==> src/sv/evo_pkg.sv <==
// ============================================================================
// evo_pkg - shared types and constants of the encoder velocity observer
// Field widths, status codes, register indexes and the divider status bundle.
// ============================================================================
package evo_pkg;

   // Transaction field widths
   localparam int POS_W      = 32;
   localparam int PERIOD_W   = 16;
   localparam int VEL_W      = 32;
   localparam int STATUS_W   = 2;

   // Configuration port
   localparam int CSR_IDX_W  = 1;
   localparam int CSR_DATA_W = 32;
   localparam int JUMP_W     = 11;
   localparam int TIMEOUT_W  = 32;

   // Internal arithmetic widths
   localparam int ELAPSED_W  = 32;
   localparam int DELTA_W    = POS_W + 1;
   localparam int DSMALL_W   = JUMP_W + 1;
   localparam int DIV_W      = 32;
   localparam int MICROS_W   = 20;
   localparam int GAIN_W     = 9;
   localparam int GAIN_SHIFT = 6;
   localparam int Q_SHIFT    = 8;

   localparam logic [MICROS_W-1:0]  MICROS_PER_SEC     = 20'd1000000;
   localparam logic [ELAPSED_W-1:0] FILTER_TIME_US     = 32'd16384;
   localparam logic [ELAPSED_W-1:0] GAIN_ROUND         = 32'd32;
   localparam logic [GAIN_W-1:0]    GAIN_FULL          = 9'd256;
   localparam logic [JUMP_W-1:0]    JUMP_LIMIT_RESET   = 11'd512;
   localparam logic [TIMEOUT_W-1:0] STOP_TIMEOUT_RESET = 32'd100000;

   // Register indexes
   localparam logic [CSR_IDX_W-1:0] CSR_JUMP_LIMIT   = 1'b0;
   localparam logic [CSR_IDX_W-1:0] CSR_STOP_TIMEOUT = 1'b1;

   // Result status codes
   typedef enum logic [STATUS_W-1:0] {
      STATUS_UPDATED = 2'd0,
      STATUS_SEEDED  = 2'd1,
      STATUS_JUMP    = 2'd2,
      STATUS_IGNORED = 2'd3
   } status_type;

   // Divider status toward the sequencer
   typedef struct packed {
      logic busy;
      logic done;
   } div_status_type;

endpackage

==> src/sv/evo_channels.sv <==
// ============================================================================
// evo_channels - valid/ready channels of the encoder velocity observer
// Sample request channel and velocity response channel.
// ============================================================================
interface evo_req_if;
   logic                               valid;
   logic                               ready;
   logic                               opcode;
   logic signed [evo_pkg::POS_W-1:0]   position;
   logic [evo_pkg::PERIOD_W-1:0]       period_us;

   modport source (output valid, output opcode, output position, output period_us,
                   input ready);
   modport sink   (input valid, input opcode, input position, input period_us,
                   output ready);
endinterface

interface evo_rsp_if;
   logic                               valid;
   logic                               ready;
   logic signed [evo_pkg::VEL_W-1:0]   velocity;
   logic [evo_pkg::STATUS_W-1:0]       status;

   modport source (output valid, output velocity, output status, input ready);
   modport sink   (input valid, input velocity, input status, output ready);
endinterface

==> src/sv/encoder_velocity_observer_unit.sv <==
// ============================================================================
// encoder_velocity_observer_unit - encoder velocity estimator
// Blends delta*1e6/elapsed into a running velocity, reseeds on command, on the
// first sample and on large jumps, and clamps, or zeroes past the stop timeout, when no encoder edge is seen.
// ============================================================================
//   channel   direction  handshake        payload
//   req_chan  in         valid / ready    opcode, position, period_us
//   rsp_chan  out        valid / ready    velocity, status
//   csr_*     in         write enable     csr_index, csr_wdata
//
// An update with a sample runs through the 32-step shared divider, which forms
// 1e6*|delta|/elapsed or 1e6/elapsed. Reseeds and ignored samples skip the
// divider.
// One transaction is in flight at a time; req ready is high only when idle.
// A result waits in the output register while the next sample is accepted;
// the sequencer holds its next result until that register is taken.
// Reset is synchronous; there is no clearing pass.
// ============================================================================
module encoder_velocity_observer_unit (
   input  logic                                 clock,
   input  logic                                 reset,
   evo_req_if.sink                              req_chan,
   evo_rsp_if.source                            rsp_chan,
   input  logic                                 csr_we,
   input  logic [evo_pkg::CSR_IDX_W-1:0]        csr_index,
   input  logic [evo_pkg::CSR_DATA_W-1:0]       csr_wdata
);

   localparam int PROD_W = evo_pkg::DELTA_W + 1 + evo_pkg::GAIN_W + 1;

   typedef enum logic [2:0] {
      S_IDLE, S_CHECK, S_LOAD, S_DIV, S_MUL, S_APPLY, S_DONE
   } state_type;

   state_type state_ff, state_in;

   // Captured transaction
   logic                                  op_ff, op_in;
   logic [evo_pkg::POS_W-1:0]             pos_ff, pos_in;
   logic [evo_pkg::PERIOD_W-1:0]          period_ff, period_in;

   // Observer state
   logic [evo_pkg::POS_W-1:0]             last_pos_ff, last_pos_in;
   logic [evo_pkg::VEL_W-1:0]             vel_ff, vel_in;
   logic [evo_pkg::ELAPSED_W-1:0]         elapsed_ff, elapsed_in;
   logic                                  seeded_ff, seeded_in;

   // Configuration
   logic [evo_pkg::JUMP_W-1:0]            jump_limit_ff, jump_limit_in;
   logic [evo_pkg::TIMEOUT_W-1:0]         stop_timeout_ff, stop_timeout_in;

   // Working registers
   logic signed [evo_pkg::DSMALL_W-1:0]   delta_ff, delta_in;
   logic                                  edge_ff, edge_in;
   logic [evo_pkg::GAIN_W-1:0]            gain_ff, gain_in;
   logic signed [PROD_W-1:0]              corr_ff, corr_in;
   logic [evo_pkg::VEL_W-1:0]             res_vel_ff, res_vel_in;
   evo_pkg::status_type                   res_status_ff, res_status_in;

   // Output register
   logic                                  rsp_valid_ff, rsp_valid_in;
   logic [evo_pkg::VEL_W-1:0]             rsp_vel_ff, rsp_vel_in;
   evo_pkg::status_type                   rsp_status_ff, rsp_status_in;

   // Divider hookup
   logic                                  div_start;
   logic [evo_pkg::DIV_W-1:0]             div_dividend;
   logic [evo_pkg::DIV_W-1:0]             div_quotient;
   evo_pkg::div_status_type               div_status;

   // Datapath terms
   logic signed [evo_pkg::DELTA_W-1:0]    delta_full;
   logic signed [evo_pkg::DELTA_W-1:0]    lim_pos;
   logic signed [evo_pkg::DELTA_W-1:0]    lim_neg;
   logic                                  is_jump;
   logic [evo_pkg::ELAPSED_W:0]           elapsed_sum;
   logic [evo_pkg::ELAPSED_W-1:0]         elapsed_sat;
   logic [evo_pkg::DSMALL_W-1:0]          mag_wide;
   logic [evo_pkg::JUMP_W-1:0]            mag;
   logic [evo_pkg::ELAPSED_W-1:0]         gain_sum;
   logic signed [evo_pkg::DELTA_W-1:0]    meas;
   logic signed [evo_pkg::DELTA_W:0]      diff;
   logic signed [PROD_W-1:0]              corr_adj;
   logic signed [evo_pkg::DELTA_W-1:0]    vel_ext;
   logic signed [evo_pkg::DELTA_W-1:0]    quo_ext;
   logic [evo_pkg::VEL_W-1:0]             vel_edge;
   logic [evo_pkg::VEL_W-1:0]             vel_idle;
   logic                                  out_free;

   evo_divider #(
      .Width (evo_pkg::DIV_W)
   ) u_div (
      .clock    (clock),
      .reset    (reset),
      .start    (div_start),
      .dividend (div_dividend),
      .divisor  (elapsed_ff),
      .quotient (div_quotient),
      .status   (div_status)
   );

   // Form the position change, the jump test and the saturated elapsed time
   always_comb begin
      delta_full = $signed({pos_ff[evo_pkg::POS_W-1], pos_ff})
                 - $signed({last_pos_ff[evo_pkg::POS_W-1], last_pos_ff});
      lim_pos    = $signed({{(evo_pkg::DELTA_W - evo_pkg::JUMP_W){1'b0}}, jump_limit_ff});
      lim_neg    = -lim_pos;
      is_jump    = (delta_full > lim_pos) || (delta_full < lim_neg);
      elapsed_sum = {1'b0, elapsed_ff}
                  + {{(evo_pkg::ELAPSED_W + 1 - evo_pkg::PERIOD_W){1'b0}}, period_ff};
      elapsed_sat = elapsed_sum[evo_pkg::ELAPSED_W] ? '1
                                                    : elapsed_sum[evo_pkg::ELAPSED_W-1:0];
   end

   // Build the divider operand and the blend gain
   always_comb begin
      mag_wide     = delta_ff[evo_pkg::DSMALL_W-1] ? 12'(-delta_ff) : 12'(delta_ff);
      mag          = mag_wide[evo_pkg::JUMP_W-1:0];
      div_dividend = edge_ff ? evo_pkg::DIV_W'(mag) * evo_pkg::DIV_W'(evo_pkg::MICROS_PER_SEC)
                             : evo_pkg::DIV_W'(evo_pkg::MICROS_PER_SEC);
      gain_sum     = elapsed_ff + evo_pkg::GAIN_ROUND;
      div_start    = (state_ff == S_LOAD);
   end

   // Blend and clamp terms
   always_comb begin
      quo_ext  = $signed({1'b0, div_quotient});
      meas     = delta_ff[evo_pkg::DSMALL_W-1] ? -quo_ext : quo_ext;
      vel_ext  = $signed({vel_ff[evo_pkg::VEL_W-1], vel_ff});
      diff     = $signed({meas[evo_pkg::DELTA_W-1], meas})
               - $signed({vel_ext[evo_pkg::DELTA_W-1], vel_ext});
      // Bias negative products so the shift truncates toward zero
      corr_adj = corr_ff + (corr_ff[PROD_W-1] ? PROD_W'(255) : PROD_W'(0));
      vel_edge = vel_ff + corr_adj[evo_pkg::Q_SHIFT +: evo_pkg::VEL_W];
      if (elapsed_ff >= stop_timeout_ff) begin
         vel_idle = '0;
      end else if (vel_ext > quo_ext) begin
         vel_idle = div_quotient;
      end else if (vel_ext < -quo_ext) begin
         vel_idle = '0 - div_quotient;
      end else begin
         vel_idle = vel_ff;
      end
      out_free = !rsp_valid_ff || rsp_chan.ready;
   end

   // Sequence one transaction at a time
   always_comb begin
      state_in        = state_ff;
      op_in           = op_ff;
      pos_in          = pos_ff;
      period_in       = period_ff;
      last_pos_in     = last_pos_ff;
      vel_in          = vel_ff;
      elapsed_in      = elapsed_ff;
      seeded_in       = seeded_ff;
      jump_limit_in   = jump_limit_ff;
      stop_timeout_in = stop_timeout_ff;
      delta_in        = delta_ff;
      edge_in         = edge_ff;
      gain_in         = gain_ff;
      corr_in         = corr_ff;
      res_vel_in      = res_vel_ff;
      res_status_in   = res_status_ff;
      rsp_valid_in    = rsp_valid_ff && !rsp_chan.ready;
      rsp_vel_in      = rsp_vel_ff;
      rsp_status_in   = rsp_status_ff;

      // Take configuration writes
      if (csr_we && csr_index == evo_pkg::CSR_JUMP_LIMIT) begin
         jump_limit_in = csr_wdata[evo_pkg::JUMP_W-1:0];
      end
      if (csr_we && csr_index == evo_pkg::CSR_STOP_TIMEOUT) begin
         stop_timeout_in = csr_wdata[evo_pkg::TIMEOUT_W-1:0];
      end

      case (state_ff)
         S_IDLE: begin
            if (req_chan.valid) begin
               op_in     = req_chan.opcode;
               pos_in    = req_chan.position;
               period_in = req_chan.period_us;
               state_in  = S_CHECK;
            end
         end
         S_CHECK: begin
            res_vel_in = '0;
            state_in   = S_DONE;
            if (op_ff || (period_ff != '0 && (!seeded_ff || is_jump))) begin
               // Reseed at the sampled position
               last_pos_in   = pos_ff;
               vel_in        = '0;
               elapsed_in    = '0;
               seeded_in     = 1'b1;
               res_status_in = (!op_ff && seeded_ff) ? evo_pkg::STATUS_JUMP
                                                     : evo_pkg::STATUS_SEEDED;
            end else if (period_ff == '0) begin
               res_status_in = evo_pkg::STATUS_IGNORED;
            end else begin
               last_pos_in = pos_ff;
               elapsed_in  = elapsed_sat;
               delta_in    = delta_full[evo_pkg::DSMALL_W-1:0];
               edge_in     = (delta_full != '0);
               state_in    = S_LOAD;
            end
         end
         S_LOAD: begin
            gain_in  = (elapsed_ff >= evo_pkg::FILTER_TIME_US) ? evo_pkg::GAIN_FULL
                     : gain_sum[evo_pkg::GAIN_SHIFT +: evo_pkg::GAIN_W];
            state_in = S_DIV;
         end
         S_DIV: begin
            if (div_status.done) begin
               state_in = S_MUL;
            end
         end
         S_MUL: begin
            corr_in  = PROD_W'(diff) * PROD_W'($signed({1'b0, gain_ff}));
            state_in = S_APPLY;
         end
         S_APPLY: begin
            if (edge_ff) begin
               vel_in     = vel_edge;
               res_vel_in = vel_edge;
               elapsed_in = '0;
            end else begin
               vel_in     = vel_idle;
               res_vel_in = vel_idle;
            end
            res_status_in = evo_pkg::STATUS_UPDATED;
            state_in      = S_DONE;
         end
         S_DONE: begin
            // Hand the result over once the output register is free
            if (out_free) begin
               rsp_valid_in  = 1'b1;
               rsp_vel_in    = res_vel_ff;
               rsp_status_in = res_status_ff;
               state_in      = S_IDLE;
            end
         end
         default: begin
            state_in = S_IDLE;
         end
      endcase
   end

   always_ff @(posedge clock) begin
      if (reset) begin
         state_ff        <= S_IDLE;
         last_pos_ff     <= '0;
         vel_ff          <= '0;
         elapsed_ff      <= '0;
         seeded_ff       <= 1'b0;
         jump_limit_ff   <= evo_pkg::JUMP_LIMIT_RESET;
         stop_timeout_ff <= evo_pkg::STOP_TIMEOUT_RESET;
         rsp_valid_ff    <= 1'b0;
      end else begin
         state_ff        <= state_in;
         last_pos_ff     <= last_pos_in;
         vel_ff          <= vel_in;
         elapsed_ff      <= elapsed_in;
         seeded_ff       <= seeded_in;
         jump_limit_ff   <= jump_limit_in;
         stop_timeout_ff <= stop_timeout_in;
         rsp_valid_ff    <= rsp_valid_in;
      end
      op_ff         <= op_in;
      pos_ff        <= pos_in;
      period_ff     <= period_in;
      delta_ff      <= delta_in;
      edge_ff       <= edge_in;
      gain_ff       <= gain_in;
      corr_ff       <= corr_in;
      res_vel_ff    <= res_vel_in;
      res_status_ff <= res_status_in;
      rsp_vel_ff    <= rsp_vel_in;
      rsp_status_ff <= rsp_status_in;
   end

   assign req_chan.ready    = (state_ff == S_IDLE);
   assign rsp_chan.valid    = rsp_valid_ff;
   assign rsp_chan.velocity = rsp_vel_ff;
   assign rsp_chan.status   = rsp_status_ff;

endmodule

==> src/sv/evo_divider.sv <==
// ============================================================================
// evo_divider - iterative unsigned restoring divider
// One quotient bit per cycle; done pulses when the quotient is valid.
// ============================================================================
module evo_divider #(
   parameter int Width = 32
) (
   input  logic                         clock,
   input  logic                         reset,
   input  logic                         start,
   input  logic [Width-1:0]             dividend,
   input  logic [Width-1:0]             divisor,
   output logic [Width-1:0]             quotient,
   output evo_pkg::div_status_type      status
);

   localparam int CntW = $clog2(Width + 1);

   logic             busy_ff, busy_in;
   logic             done_ff, done_in;
   logic [CntW-1:0]  count_ff, count_in;
   logic [Width-1:0] rem_ff, rem_in;
   logic [Width-1:0] quo_ff, quo_in;
   logic [Width-1:0] dvs_ff, dvs_in;

   logic [Width:0]   shifted;
   logic [Width:0]   trial;
   logic             fits;

   // Shift in the next dividend bit and try the subtraction
   always_comb begin
      shifted = {rem_ff, quo_ff[Width-1]};
      trial   = shifted - {1'b0, dvs_ff};
      fits    = (shifted >= {1'b0, dvs_ff});
   end

   // Advance one quotient bit per cycle
   always_comb begin
      busy_in  = busy_ff;
      done_in  = 1'b0;
      count_in = count_ff;
      rem_in   = rem_ff;
      quo_in   = quo_ff;
      dvs_in   = dvs_ff;
      if (start) begin
         busy_in  = 1'b1;
         count_in = CntW'(Width);
         rem_in   = '0;
         quo_in   = dividend;
         dvs_in   = divisor;
      end else if (busy_ff) begin
         rem_in   = fits ? trial[Width-1:0] : shifted[Width-1:0];
         quo_in   = {quo_ff[Width-2:0], fits};
         count_in = count_ff - 1'b1;
         if (count_ff == CntW'(1)) begin
            busy_in = 1'b0;
            done_in = 1'b1;
         end
      end
   end

   always_ff @(posedge clock) begin
      if (reset) begin
         busy_ff  <= 1'b0;
         done_ff  <= 1'b0;
         count_ff <= '0;
      end else begin
         busy_ff  <= busy_in;
         done_ff  <= done_in;
         count_ff <= count_in;
      end
      rem_ff <= rem_in;
      quo_ff <= quo_in;
      dvs_ff <= dvs_in;
   end

   assign quotient    = quo_ff;
   assign status.busy = busy_ff;
   assign status.done = done_ff;

endmodule

==> src/flat_wrapper.sv <==
// flat-port wrapper written by rule: the top's interface ports become plain ports
module encoder_velocity_observer_unit_flat 
  (clock, reset, csr_we, csr_index, csr_wdata, req_chan_valid, req_chan_opcode, req_chan_position, req_chan_period_us, req_chan_ready, rsp_chan_valid, rsp_chan_velocity, rsp_chan_status, rsp_chan_ready);
  evo_req_if req_chan_i ();
  evo_rsp_if rsp_chan_i ();
  input  logic clock;
  input  logic reset;
  input  logic csr_we;
  input  logic [evo_pkg::CSR_IDX_W-1:0] csr_index;
  input  logic [evo_pkg::CSR_DATA_W-1:0] csr_wdata;
  input wire logic [$bits(req_chan_i.valid)-1:0] req_chan_valid;
  input wire logic [$bits(req_chan_i.opcode)-1:0] req_chan_opcode;
  input wire logic [$bits(req_chan_i.position)-1:0] req_chan_position;
  input wire logic [$bits(req_chan_i.period_us)-1:0] req_chan_period_us;
  output wire logic [$bits(req_chan_i.ready)-1:0] req_chan_ready;
  output wire logic [$bits(rsp_chan_i.valid)-1:0] rsp_chan_valid;
  output wire logic [$bits(rsp_chan_i.velocity)-1:0] rsp_chan_velocity;
  output wire logic [$bits(rsp_chan_i.status)-1:0] rsp_chan_status;
  input wire logic [$bits(rsp_chan_i.ready)-1:0] rsp_chan_ready;
  assign req_chan_i.valid = req_chan_valid;
  assign req_chan_i.opcode = req_chan_opcode;
  assign req_chan_i.position = req_chan_position;
  assign req_chan_i.period_us = req_chan_period_us;
  assign req_chan_ready = req_chan_i.ready;
  assign rsp_chan_valid = rsp_chan_i.valid;
  assign rsp_chan_velocity = rsp_chan_i.velocity;
  assign rsp_chan_status = rsp_chan_i.status;
  assign rsp_chan_i.ready = rsp_chan_ready;
  encoder_velocity_observer_unit u_core (.clock(clock), .reset(reset), .req_chan(req_chan_i), .rsp_chan(rsp_chan_i), .csr_we(csr_we), .csr_index(csr_index), .csr_wdata(csr_wdata));
endmodule
==> config.mk <==
export PLATFORM = sky130hd
export DESIGN_NAME = encoder_velocity_observer_unit_flat
export DESIGN_NICKNAME = d
export VERILOG_FILES = /design/src/sv/evo_pkg.sv /design/src/sv/evo_channels.sv /design/src/sv/encoder_velocity_observer_unit.sv /design/src/sv/evo_divider.sv /design/src/flat_wrapper.sv
export SDC_FILE = /design/constraint.sdc
export NUM_CORES = 2
export LEC_CHECK = 0
export ABC_AREA = 0
export ABC_CLOCK_PERIOD_IN_PS = 31300
export BUFFER_PORTS_ARGS = -buffer_cell sky130_fd_sc_hd__buf_2
export CORE_ASPECT_RATIO = 0.8
export CORE_MARGIN = 8
export CORE_UTILIZATION = 58
export DETAILED_ROUTE_END_ITERATION = 8
export HOLD_SLACK_MARGIN = 0.05
export MAX_ROUTING_LAYER = met4
export PLACE_DENSITY = 0.83
export REMOVE_ABC_BUFFERS = 1
export SETUP_SLACK_MARGIN = 0.5
export SYNTH_ARGS = -nofsm -noshare
export SYNTH_HDL_FRONTEND = slang
export SYNTH_HIERARCHICAL = 1
export SYNTH_SLANG_ARGS = --single-unit
==> constraint.sdc <==
create_clock -name clock -period 31.3 [get_ports clock]
set_clock_uncertainty 0.15 [all_clocks]
set_input_delay 4.695 -clock clock [delete_from_list [all_inputs] [get_ports clock]]
set_output_delay 4.695 -clock clock [all_outputs]
set_load 0.05 [all_outputs]
==> results.py <==
metrics = {
    "route": {
        "antenna_left": 0,
        "route.detailed.drc": 0,
        "drtIter0Drc": 2958,
        "firstDrtPassIters": 6,
        "viasPerCell": 5.98,
        "via_count": 34431,
        "drt_wl_total_um": 106000,
        "wl_per_cell_um": 18.5,
    },
    "final_layout": {
        "nets": 5613,
        "syn_to_final_growth_pct": 6.39,
        "final_common_cell": "inv_1",
        "mostFrequentLayoutCells": "inv_1, nand2_1, ha_1",
        "layout-drive-gt1-share_pct": 7.18,
        "n_fill_cell": 6063,
    },
    "logic_synthesis": {
        "post_synth.cell_area_avg_um2": 8.99,
        "syn_inst": 4723,
        "yosysWarnings": 6,
        "synth_area_um2": 42500,
    },
    "flow_run": {
        "drv_cap": 0,
    },
    "worst_setup_path": {
        "crit_required_ns": 31.48,
        "crit_path_end_kind": "flip-flop",
        "path_class": "flip-flop to flip-flop",
        "r2r_end": "u_core/corr_ff[38]$_DFFE_PN_",
        "reg2reg_depth": 40,
        "critPathMaxStageDelay_ns": 0.69,
        "start_kind": "flip-flop",
        "r2r_setup_slack_ns": 19.64,
        "cp_slowest_cell": "a311oi_1",
        "crit_arrival_ns": 11.83,
        "timing.rr.start": "u_core/u_div/quotient[0]$_DFFE_PP_",
        "worstPathMaxFanout": 9,
    },
    "floorplan": {
        "initial_core_util_pct": 58.7,
        "placementRows": 88,
        "fp.coreArea_um2": 72300,
        "die_x_um": 319,
        "io_pins": 123,
        "die_h_um": 258,
        "dieArea_um2": 82200,
    },
    "placed_design": {
        "io_buffers": 122,
        "gp_congestion": 0.962,
        "hpwl_um": 82000,
    },
    "hold_path": {
        "hold_path_depth": 0,
        "min_to": "u_core/rsp_chan.velocity[3]$_DFFE_PP_",
        "hp-class": "flip-flop to flip-flop",
        "holdCritStartpoint": "u_core/res_vel_ff[3]$_DFFE_PP_",
    },
    "sta": {
        "grt_setup_unrepaired": "no",
        "fin_crit_ns": 11.66,
        "fmax_ghz": 0.0858,
        "report.final.slew_viol_count": 0,
        "period_share_pct": 37.2,
        "slew_headroom_pct": 18.2,
        "finalHoldViolCount": 0,
        "setup_viol": 0,
        "setup_tns_ns": 0,
        "worst_pin_slew_ns": 1.22,
    },
    "outcome": {
        "status": "finished clean",
    },
    "global_routing": {
        "overflow": 0,
        "grt_max_degree": 89,
        "grt_pass1_vias": 33589,
        "antenna_found_initial": 2,
        "grt_pass1_wl_um": 175000,
        "grt.total_usage_pct": 26.1,
    },
    "cts": {
        "numCtsBuffers": 42,
        "cts_resized": 0,
        "clock_path_buffers": 3,
        "cts_tree": "yes",
        "clk_pin_slew_worst_paths_ns": 0.06,
        "clk_latency_ns": 0.58,
        "post-cts-setup-buffers": 0,
        "clkSinkCount": 428,
        "cts-hold-fix-buffers": 0,
        "htreeDepth": 2,
        "cts_root_buffer": "clkbuf_16",
    },
}
-- through the flow --
stage	setup WS (ns)	instance area (um2)	cells	util, %	hold WS [ns]
after floorplan	20.63	41700	4569	-	0.250
after global placement	20.29	43800	5674	60.5	0.251
after detailed placement	19.96	43800	5674	60.5	0.255
after CTS	19.87	45200	5752	62.4	0.268
after global routing	18.79	45200	5754	62.5	0.274
final	19.64	45200	5755	62.5	0.266
-- cell type report --
type | count | area (um2) | share of cell area, %
antenna | 3 | 7.51 | 0.0166
inverter | 576 | 2160 | 4.79
tap | 945 | 1180 | 2.62
timing repair buffer | 160 | 896 | 1.98
multi-input combinational | 3565 | 28500 | 63.1
clock inverter | 22 | 243 | 0.537
sequential | 428 | 11000 | 24.4
clock buffer | 56 | 1150 | 2.56
-- metal layers --
layer  wire length (um)  GRT usage (%)  vias up
met1              49600           37.6    16565
met2              45700           38.7     1298
met3               9060           4.31      146
met4               2120           5.80        0
li1                   -              -    16422
met5                  0              -        -
-- how the worst max path moves through the flow --
| stage | from | end | slack [ns] |
|---|---|---|---|
| 2_1_floorplan | u_core/state_ff[1]$_SDFFE_PP0P_ | u_core/u_div/quotient[0]$_DFFE_PP_ | 20.63 |
| 3_3_place_gp | u_core/u_div/quotient[0]$_DFFE_PP_ | u_core/corr_ff[43]$_DFFE_PN_ | 20.29 |
| 3_5_place_dp | u_core/u_div/quotient[0]$_DFFE_PP_ | u_core/corr_ff[43]$_DFFE_PN_ | 19.96 |
| 4_1_cts | u_core/u_div/quotient[0]$_DFFE_PP_ | u_core/corr_ff[43]$_DFFE_PN_ | 19.87 |
| 5_1_grt | u_core/u_div/quotient[1]$_DFFE_PP_ | u_core/corr_ff[43]$_DFFE_PN_ | 18.79 |
| 6_report | u_core/u_div/quotient[0]$_DFFE_PP_ | u_core/corr_ff[38]$_DFFE_PN_ | 19.64 |
-- critical path, delay by kind of cell (launching register included) --
kind,cells,cell delay (ns)
AO/OA/AOI/OAI,15,3.54
adder cells (fa/ha/maj),8,3.51
AND/OR/NAND/NOR,9,2.71
XOR/XNOR,3,0.70
flip-flops,1,0.42
buffers and inverters,5,0.36
-- flip-flops by register name (all words and copies together) (netlist names), 2 cells and up --
| name | flops |
|---|---|
| u_core/jump_limit_ff | 11 |
| u_core/delta_ff | 12 |
| u_core/corr_ff | 41 |
| u_core/vel_ff | 32 |
| u_core/pos_ff | 32 |
| u_core/rsp_chan.velocity | 32 |
| u_core/state_ff | 3 |
| u_core/u_div/count_ff | 6 |
| u_core/u_div/rem_ff | 32 |
| u_core/u_div/quotient | 32 |
| u_core/period_ff | 16 |
| u_core/last_pos_ff | 32 |
| u_core/u_div/dvs_ff | 32 |
| u_core/stop_timeout_ff | 32 |
| u_core/res_vel_ff | 32 |
| u_core/res_status_ff | 2 |
| u_core/gain_ff | 9 |
| u_core/elapsed_ff | 32 |
| u_core/rsp_chan.status | 2 |
Power is not shown: default switching activity piles up to over one toggle a cycle in this logic, so the estimate is an artifact.
